**src/design/sts_pkg.sv**
```systemverilog
// Package for the stereo transient shaper: types, register indexes, constants.
// No dependencies.
`default_nettype none
package sts_pkg;
  localparam int unsigned CoeffBits = 16;
  localparam int unsigned RegCount  = 7;
  localparam int unsigned RegIdxBits = 3;

  typedef enum logic [RegIdxBits-1:0] {
    REG_FAST_ATK = 3'd0,
    REG_FAST_REL = 3'd1,
    REG_SLOW_ATK = 3'd2,
    REG_SLOW_REL = 3'd3,
    REG_SMOOTH   = 3'd4,
    REG_ATK_GAIN = 3'd5,
    REG_SUS_GAIN = 3'd6
  } reg_idx_t;

  localparam logic [CoeffBits-1:0] RstFastAtk = 16'd64857;
  localparam logic [CoeffBits-1:0] RstFastRel = 16'd65468;
  localparam logic [CoeffBits-1:0] RstSlowAtk = 16'd65468;
  localparam logic [CoeffBits-1:0] RstSlowRel = 16'd65529;
  localparam logic [CoeffBits-1:0] RstSmooth  = 16'd64185;
  localparam logic [CoeffBits-1:0] RstGain    = 16'd4096;

  typedef struct packed {
    logic [CoeffBits-1:0] fast_atk;
    logic [CoeffBits-1:0] fast_rel;
    logic [CoeffBits-1:0] slow_atk;
    logic [CoeffBits-1:0] slow_rel;
    logic [CoeffBits-1:0] smooth;
    logic [CoeffBits-1:0] atk_gain;
    logic [CoeffBits-1:0] sus_gain;
  } regs_t;

  // datapath operation codes
  typedef enum logic [2:0] {
    OP_MAG    = 3'd0,  // load sample, magnitude
    OP_FAST   = 3'd1,  // fast follower
    OP_SLOW   = 3'd2,  // slow follower
    OP_DIVINI = 3'd3,  // set up weight division
    OP_DIVSTP = 3'd4,  // one quotient bit
    OP_TARGET = 3'd5,  // target gain
    OP_SMOOTH = 3'd6,  // gain smoother
    OP_SCALE  = 3'd7   // output scaling
  } op_t;

  typedef struct packed {
    logic en;
    op_t  op;
    logic chan;   // 0 left, 1 right
  } dp_cmd_t;

  localparam int unsigned WeightBits = 16;
endpackage
`default_nettype wire

```
**src/design/sts_ctrl.sv**
```systemverilog
// Controller state machine of the shaper: sequences datapath operations per item.
// Depends on sts_pkg.
`default_nettype none
module sts_ctrl
  import sts_pkg::*;
(
  input  wire logic    clk,
  input  wire logic    rst,
  input  wire logic    in_valid,
  output logic         in_ready,
  output logic         out_valid,
  input  wire logic    out_ready,
  output logic         load,
  output logic         done_store,
  output dp_cmd_t      cmd
);
  typedef enum logic [3:0] {
    S_IDLE = 4'b0001,
    S_RUN  = 4'b0010,
    S_DIV  = 4'b0100,
    S_TAIL = 4'b1000
  } state_t;

  state_t state, state_next;
  logic [1:0] step, step_next;   // position in the fixed op list
  logic [4:0] bitc, bitc_next;
  logic chan, chan_next;
  logic out_valid_next;

  assign in_ready = (state == S_IDLE) && !out_valid;
  assign load = in_valid && in_ready;

  always_comb begin
    state_next = state;
    step_next = step;
    bitc_next = bitc;
    chan_next = chan;
    out_valid_next = out_valid && !out_ready;
    done_store = 1'b0;
    cmd = '{en: 1'b0, op: OP_MAG, chan: chan};
    unique case (state)
      S_IDLE: begin
        if (load) begin
          state_next = S_RUN;
          step_next = 2'd0;
          chan_next = 1'b0;
        end
      end
      S_RUN: begin
        cmd.en = 1'b1;
        unique case (step)
          2'd0: cmd.op = OP_MAG;
          2'd1: cmd.op = OP_FAST;
          2'd2: cmd.op = OP_SLOW;
          default: cmd.op = OP_DIVINI;
        endcase
        step_next = step + 2'd1;
        if (step == 2'd3) begin
          state_next = S_DIV;
          bitc_next = 5'd0;
        end
      end
      S_DIV: begin
        cmd.en = 1'b1;
        cmd.op = OP_DIVSTP;
        bitc_next = bitc + 5'd1;
        if (bitc == 5'd15) begin
          state_next = S_TAIL;
          step_next = 2'd0;
        end
      end
      S_TAIL: begin
        cmd.en = 1'b1;
        unique case (step)
          2'd0: cmd.op = OP_TARGET;
          2'd1: cmd.op = OP_SMOOTH;
          default: cmd.op = OP_SCALE;
        endcase
        step_next = step + 2'd1;
        if (step == 2'd2) begin
          step_next = 2'd0;
          if (chan) begin
            state_next = S_IDLE;
            done_store = 1'b1;
            out_valid_next = 1'b1;
          end else begin
            chan_next = 1'b1;
            state_next = S_RUN;
          end
        end
      end
      default: state_next = S_IDLE;
    endcase
  end

  always_ff @(posedge clk) begin
    if (rst) begin
      state <= S_IDLE;
      step <= 2'd0;
      bitc <= 5'd0;
      chan <= 1'b0;
      out_valid <= 1'b0;
    end else begin
      state <= state_next;
      step <= step_next;
      bitc <= bitc_next;
      chan <= chan_next;
      out_valid <= out_valid_next;
    end
  end
endmodule
`default_nettype wire

```
**config.mk**
```make
export PLATFORM = sky130hd
export DESIGN_NAME = sts_ctrl
export DESIGN_NICKNAME = d
export VERILOG_FILES = /design/src/design/sts_pkg.sv /design/src/design/sts_ctrl.sv
export SDC_FILE = /design/constraint.sdc
export NUM_CORES = 1
export LEC_CHECK = 0
export BUFFER_PORTS_ARGS = -buffer_cell sky130_fd_sc_hd__buf_2
export CORE_MARGIN = 1
export CORE_UTILIZATION = 54
export CTS_CLUSTER_DIAMETER = 200
export CTS_CLUSTER_SIZE = 16
export DETAILED_ROUTE_END_ITERATION = 10
export PLACE_DENSITY_LB_ADDON = 0.3
export SLEW_MARGIN = 20
export SYNTH_ARGS = -nofsm -noshare
export SYNTH_HDL_FRONTEND = slang
export SYNTH_SLANG_ARGS = --single-unit
```
**constraint.sdc**
```tcl
create_clock -name clk -period 2.4 [get_ports clk]
set_input_delay 0.36 -clock clk [delete_from_list [all_inputs] [get_ports clk]]
set_output_delay 0.36 -clock clk [all_outputs]
set_load 0.005 [all_outputs]
```
==> out/summary.txt, run 1 <==
I/O Buffers -> 12
Fmax -> 0.457 GHz
CP arrival -> 1830 ps
WL/cell -> 13.3 µm
Async SR Flop Fraction -> 0%
Startpoint Class -> flop
CP Class -> reg -> out
Hold EP -> out_valid$_SDFF_PP0_
cts hold-fix bufs -> 0
worst-margin pin slew -> 441 ps
Initial Util -> 58.6%
RePlAce Congestion -> 0.801
R2R Path Start -> bitc[0]$_SDFFE_PP0P_
via count -> 795
setup violators final -> 0
Yosys warnings -> 0
average size of a mapped cell -> 8.29 µm²
final hold vios -> 0
Final Slew Violations -> 0
H-Tree Depth -> 1
Slew headroom -> 70.6%
clk_skew -> 7.81 ps
largest net degree at the start of global routing -> 17
P per Cell Area -> 705 nW/µm²
Area growth, synth to finish -> 7.06%
Seq cells post-synth -> 13
remaining routing DRC violations -> 0
Die X -> 42.9 µm
sequential fraction of the synthesis area -> 28.8%
area leader, netlist -> dfxtp_1
latest clock arrival within the worst-skew pair -> 270 ps
vias in the first global route -> 731
hold slack -> 373 ps
Final Cycle Share -> 91.1%
VDD IR max -> 0.481 mV
Synth cell types -> 38
Total Die Area -> 1840 µm²
Die Y-Extent -> 42.9 µm
Inst Count DP -> 130
post-cts resize count -> 0
Min-Delay Path Class -> in -> reg
Tot Pwr -> 0.000682 W
hold_sp -> out_ready
DPL Wire Length -> 1300 µm
Fill cells -> 142
Post-CTS Repair Setup Buffers -> 0
CTS Buf Count -> 3
root buf cell -> clkbuf_4
layout cell share with drive strength beyond 1 -> 15.3%
fin cells -> 134
TritonRoute pass-1 iters -> 4
Critical Path RT -> 2040 ps
detailed router's first-iteration violation count -> 15
WL final -> 1790 µm
Leak -> 0.388 nW
Period minus WS final -> 2190 ps
Clock Sinks -> 13
most common flop cell mapped by yosys -> dfxtp_1
worst r2r path cells -> 7
CP Max Fanout -> 11
Detail Route Antenna Nets -> 0
Post-synth EDFFs -> 0
hold path cells -> 4
CTS max path bufs -> 2
total global-route track usage -> 21.7%
FP Rows -> 14
commonest cells after routing, fill and taps aside -> nor2_1 (19), dfxtp_1 (13), buf_2 (12)
Cell Area, Synth -> 903 µm²
Multi-input gate area -> 578 µm²
total gr overflow -> 0
Total Nets Final -> 131
DR vias/cell -> 5.93
MaxCap Viol Count -> 0
final core utilization -> 62.7%
global-route wire length before repair -> 3100 µm
CTS tree -> built
Ant. Diodes -> 0
antenna violations before repair -> 0
area share of the largest cell type after synthesis -> 28.8%
Critical R2R Capture -> state[1]$_SDFFE_PP0P_
core region area -> 1540 µm²
final setup TNS -> 0 ps
synthesized netlist cell count -> 109
ranking of synthesized cells by area -> dfxtp_1 (29%), ha_1 (11%), nor2_1 (7.9%)
status -> finished clean
Setup crit end kind -> output port
most common cell after layout, fill and taps aside -> nor2_1
R2R setup slack -> 500 ps
Synthesized Nets -> 121
unrepaired setup endpoints after global routing -> no
IO Pins -> 13
Reg area -> 260 µm²
Worst-path clk slew -> 80 ps
-- through the flow --
step | setup WS, ps | instance area [µm²]
after floorplan | 599 | 903
after global placement | 553 | 941
after detailed placement | 506 | 941
after CTS | 211 | 967
after global routing | 105 | 967
final | 213 | 967
-- logic make-up after synthesis --
group / share of synthesized area (%)
AND/OR/NAND/NOR: 31.7
AO/OA/AOI/OAI: 16.1
buffers and inverters: 7.20
flip-flops: 28.8
adder cells (fa/ha/maj): 11.1
XOR/XNOR: 2.91
multiplexers: 2.22
-- per-layer routing --
metal	part of all wire [%]	GRT usage, %	up-vias	wire [µm]
met2	45	34.2	19	812
met1	49	29.4	371	881
li1	-	-	403	-
met4	0.56	7.50	0	10
met3	4.5	4.26	2	81
met5	0	0	-	0
-- where the power goes --
group	switching [W]	total, W	leakage (nW)	internal [W]
combinational	0.000130	0.000250	0.268	0.000120
clock	0.0000713	0.000136	0.0150	0.0000643
sequential	0.0000608	0.000296	0.105	0.000235
total	0.000262	0.000682	0.388	0.000420
-- cells in the mapped netlist (2+ instances only) --
master    instances
nand2b_1          3
buf_2             4
a22oi_1           3
or2_0             2
or4b_1            2
inv_1             5
nand2_1           3
o22a_1            2
nand3_1           4
nor3_1            3
o41ai_1           2
nor2_1           19
mux2i_1           2
xnor2_1           2
nand3b_1          2
dfxtp_1          13
or3b_1            2
nor2b_1           2
a21oi_1           6
ha_1              8
and3_1            3
-- critical path: stages (launching register included) --
cell and delay [ps]:
dfxtp_1 580, or4b_1 540, nand3b_1 240, clkinv_1 80, buf_2 100
-- area by class of cell --
type / count / area share (%)
Inverter: 6 / 2.33
Sequential cell: 13 / 26.9
Clock buffer: 4 / 2.72
Multi-Input combinational cell: 83 / 59.8
Tap cell: 16 / 2.07
Timing Repair Buffer: 12 / 6.21
-- how the worst max path moves through the flow --
stage | endpoint | slack (ps) | cells after the start | start
6_report | load | 210 | 4 | state[0]$_SDFFE_PP1P_
5_1_grt | load | 110 | 4 | state[0]$_SDFFE_PP1P_
2_1_floorplan | state[1]$_SDFFE_PP0P_ | 600 | 7 | bitc[0]$_SDFFE_PP0P_
4_1_cts | load | 210 | 4 | state[0]$_SDFFE_PP1P_
3_3_place_gp | load | 550 | 4 | state[0]$_SDFFE_PP1P_
3_5_place_dp | state[1]$_SDFFE_PP0P_ | 510 | 7 | bitc[0]$_SDFFE_PP0P_
-- state kept, by name (all words and copies together) (netlist names) --
name       count
chan           1
step           2
bitc           5
out_valid      1
state          4
No activity file was read; power rests on OpenSTA's default activity.
==> run 2, diff against run 1 <==
--- a/config.mk
+++ b/config.mk
@@ -7,7 +7,7 @@
 export LEC_CHECK = 0
 export BUFFER_PORTS_ARGS = -buffer_cell sky130_fd_sc_hd__buf_2
 export CORE_MARGIN = 1
-export CORE_UTILIZATION = 54
+export CORE_UTILIZATION = 41
 export CTS_CLUSTER_DIAMETER = 200
 export CTS_CLUSTER_SIZE = 16
 export DETAILED_ROUTE_END_ITERATION = 10
==> run 2 against run 1 <==
Via count shrank 1.4%. Final area increased by 1.4%. Sequential power barely moved. Setup slack improved by 28 ps. Sequential share of layout area down 0.38 points. Largest cell class unchanged. Critical endpoint unchanged. Clock power is essentially flat. Clock-buffer cell count is the same. First-iteration DRC count stayed put. Non-clock buffer count unchanged.
==> out/summary.txt, run 2 (synthesis gave the netlist of run 1 again) <==
VDD IR max -> 0.447 mV (was 0.481 mV)
latest clock arrival within the worst-skew pair -> 280 ps (was 270 ps)
internal power -> 0.000420 W (about the same)
Leak -> 0.388 nW (unchanged)
Critical R2R Capture -> state[1]$_SDFFE_PP0P_ (unchanged)
CTS tree -> built (unchanged)
unrepaired setup endpoints after global routing -> no (unchanged)
Fmax -> 0.463 GHz (was 0.457 GHz)
Period minus WS final -> 2160 ps (was 2190 ps)
commonest cells after routing, fill and taps aside -> nor2_1 (19), dfxtp_1 (13), buf_2 (12) (unchanged)
Area growth, synth to finish -> 8.59% (was 7.06%)
CTS max path bufs -> 2 (unchanged)
core region area -> 2020 µm² (was 1540 µm²)
R2R setup slack -> 500 ps (about the same)
remaining routing DRC violations -> 0 (unchanged)
Clock Sinks -> 13 (unchanged)
CP Max Fanout -> 11 (unchanged)
CP Class -> reg -> out (unchanged)
setup violators final -> 0 (unchanged)
final hold vios -> 0 (unchanged)
post-cts resize count -> 0 (unchanged)
Post-CTS Repair Setup Buffers -> 0 (unchanged)
Worst-path clk slew -> 80 ps (about the same)
sequential share of power -> 43.3% (was 43.4%)
WL final -> 1750 µm (was 1790 µm)
Sw Share -> 38.6% (was 38.4%)
Die Y-Extent -> 48.9 µm (was 42.9 µm)
Psw -> 0.000264 W (was 0.000262 W)
total global-route track usage -> 16.8% (was 21.7%)
global-route wire length before repair -> 3150 µm (was 3100 µm)
IO Pins -> 13 (unchanged)
root buf cell -> clkbuf_4 (unchanged)
Slew headroom -> 69.7% (was 70.6%)
cts hold-fix bufs -> 0 (unchanged)
H-Tree Depth -> 1 (unchanged)
P per Cell Area -> 698 nW/µm² (was 705 nW/µm²)
vias in the first global route -> 731 (unchanged)
Final Cycle Share -> 90.0% (was 91.1%)
status -> finished clean (unchanged)
Setup crit end kind -> output port (unchanged)
DR vias/cell -> 5.41 (was 5.93)
hold_sp -> out_ready (unchanged)
total gr overflow -> 0 (unchanged)
Critical Path RT -> 2040 ps (about the same)
Largest regs -> bitc (5), state (4), step (2) (unchanged)
RePlAce Congestion -> 0.781 (was 0.801)
hold slack -> 361 ps (was 373 ps)
Min-Delay Path Class -> in -> reg (unchanged)
hold path cells -> 4 (unchanged)
Ant. Diodes -> 0 (unchanged)
clk_skew -> 5.46 ps (was 7.81 ps)
Total Nets Final -> 131 (unchanged)
antenna violations before repair -> 0 (unchanged)
Die X -> 48.9 µm (was 42.9 µm)
MaxCap Viol Count -> 0 (unchanged)
layout cell share with drive strength beyond 1 -> 15.3% (unchanged)
CP arrival -> 1800 ps (was 1830 ps)
final core utilization -> 48.5% (was 62.7%)
I/O Buffers -> 12 (unchanged)
Startpoint Class -> flop (unchanged)
Total Die Area -> 2400 µm² (was 1840 µm²)
Hold EP -> out_valid$_SDFF_PP0_ (unchanged)
Detail Route Antenna Nets -> 0 (unchanged)
Comb pwr share -> 36.5% (was 36.7%)
Initial Util -> 44.7% (was 58.6%)
Final Slew Violations -> 0 (unchanged)
detailed router's first-iteration violation count -> 15 (unchanged)
Tot Pwr -> 0.000684 W (was 0.000682 W)
largest net degree at the start of global routing -> 17 (unchanged)
Inst Count DP -> 141 (was 130)
most common cell after layout, fill and taps aside -> nor2_1 (unchanged)
R2R Path Start -> bitc[0]$_SDFFE_PP0P_ (unchanged)
FP Rows -> 16 (was 14)
max FFs per register -> 5 (unchanged)
worst r2r path cells -> 7 (unchanged)
CTS Buf Count -> 3 (unchanged)
worst-margin pin slew -> 454 ps (was 441 ps)
most flop-heavy register -> bitc (unchanged)
clock power share -> 20.2% (was 19.9%)
DPL Wire Length -> 1320 µm (was 1300 µm)
final setup TNS -> 0 ps (unchanged)
TritonRoute pass-1 iters -> 5 (was 4)
via count -> 784 (was 795)
fin cells -> 145 (was 134)
WL/cell -> 12.1 µm (was 13.3 µm)
Fill cells -> 205 (was 142)
-- run 2: cell type report --
class | instances | area (µm²) | share of cell area (%)
Clock buffer | 4 | 26.3 | 2.68
Tap cell | 27 | 33.8 | 3.44
Timing Repair Buffer | 12 | 60.1 | 6.12
Sequential cell | 13 | 260 | 26.5
Inverter | 6 | 22.5 | 2.30
Multi-Input combinational cell | 83 | 578 | 58.9
-- run 2: critical path, stage by stage (launching register included) --
cell and delay (ps):
dfxtp_1 570, or4b_1 520, nand3b_1 240, clkinv_1 90, buf_2 110
-- run 2: how the worst max path moves through the flow --
stage,start,end,slack [ps]
after floorplan,bitc[0]$_SDFFE_PP0P_,state[1]$_SDFFE_PP0P_,600
after global placement,bitc[0]$_SDFFE_PP0P_,state[1]$_SDFFE_PP0P_,520
after detailed placement,bitc[0]$_SDFFE_PP0P_,state[1]$_SDFFE_PP0P_,500
after CTS,state[0]$_SDFFE_PP1P_,load,250
after global routing,state[0]$_SDFFE_PP1P_,load,160
final,state[0]$_SDFFE_PP1P_,load,240
-- run 2: stage by stage --
step	area [µm²]	setup slack, ps
final	981	240
after global routing	981	162
after CTS	981	245
after detailed placement	955	502
after global placement	955	515
after floorplan	903	599
-- run 2: power groups by stage --
stage / Sequential [W] / Combinational, W / Clock (W)
after floorplan: 0.000256 / 0.000255 / 0
after global placement: 0.000297 / 0.000245 / 0
after detailed placement: 0.000300 / 0.000249 / 0
after CTS: 0.000295 / 0.000251 / 0.000141
after global routing: 0.000300 / 0.000287 / 0.000154
final: 0.000296 / 0.000250 / 0.000138
-- run 2: routing by layer --
metal | wire [µm] | global-route usage, %
met5 | 0 | 0
met4 | 33 | 7.35
met3 | 57 | 2.80
met2 | 787 | 25.0
met1 | 876 | 23.7
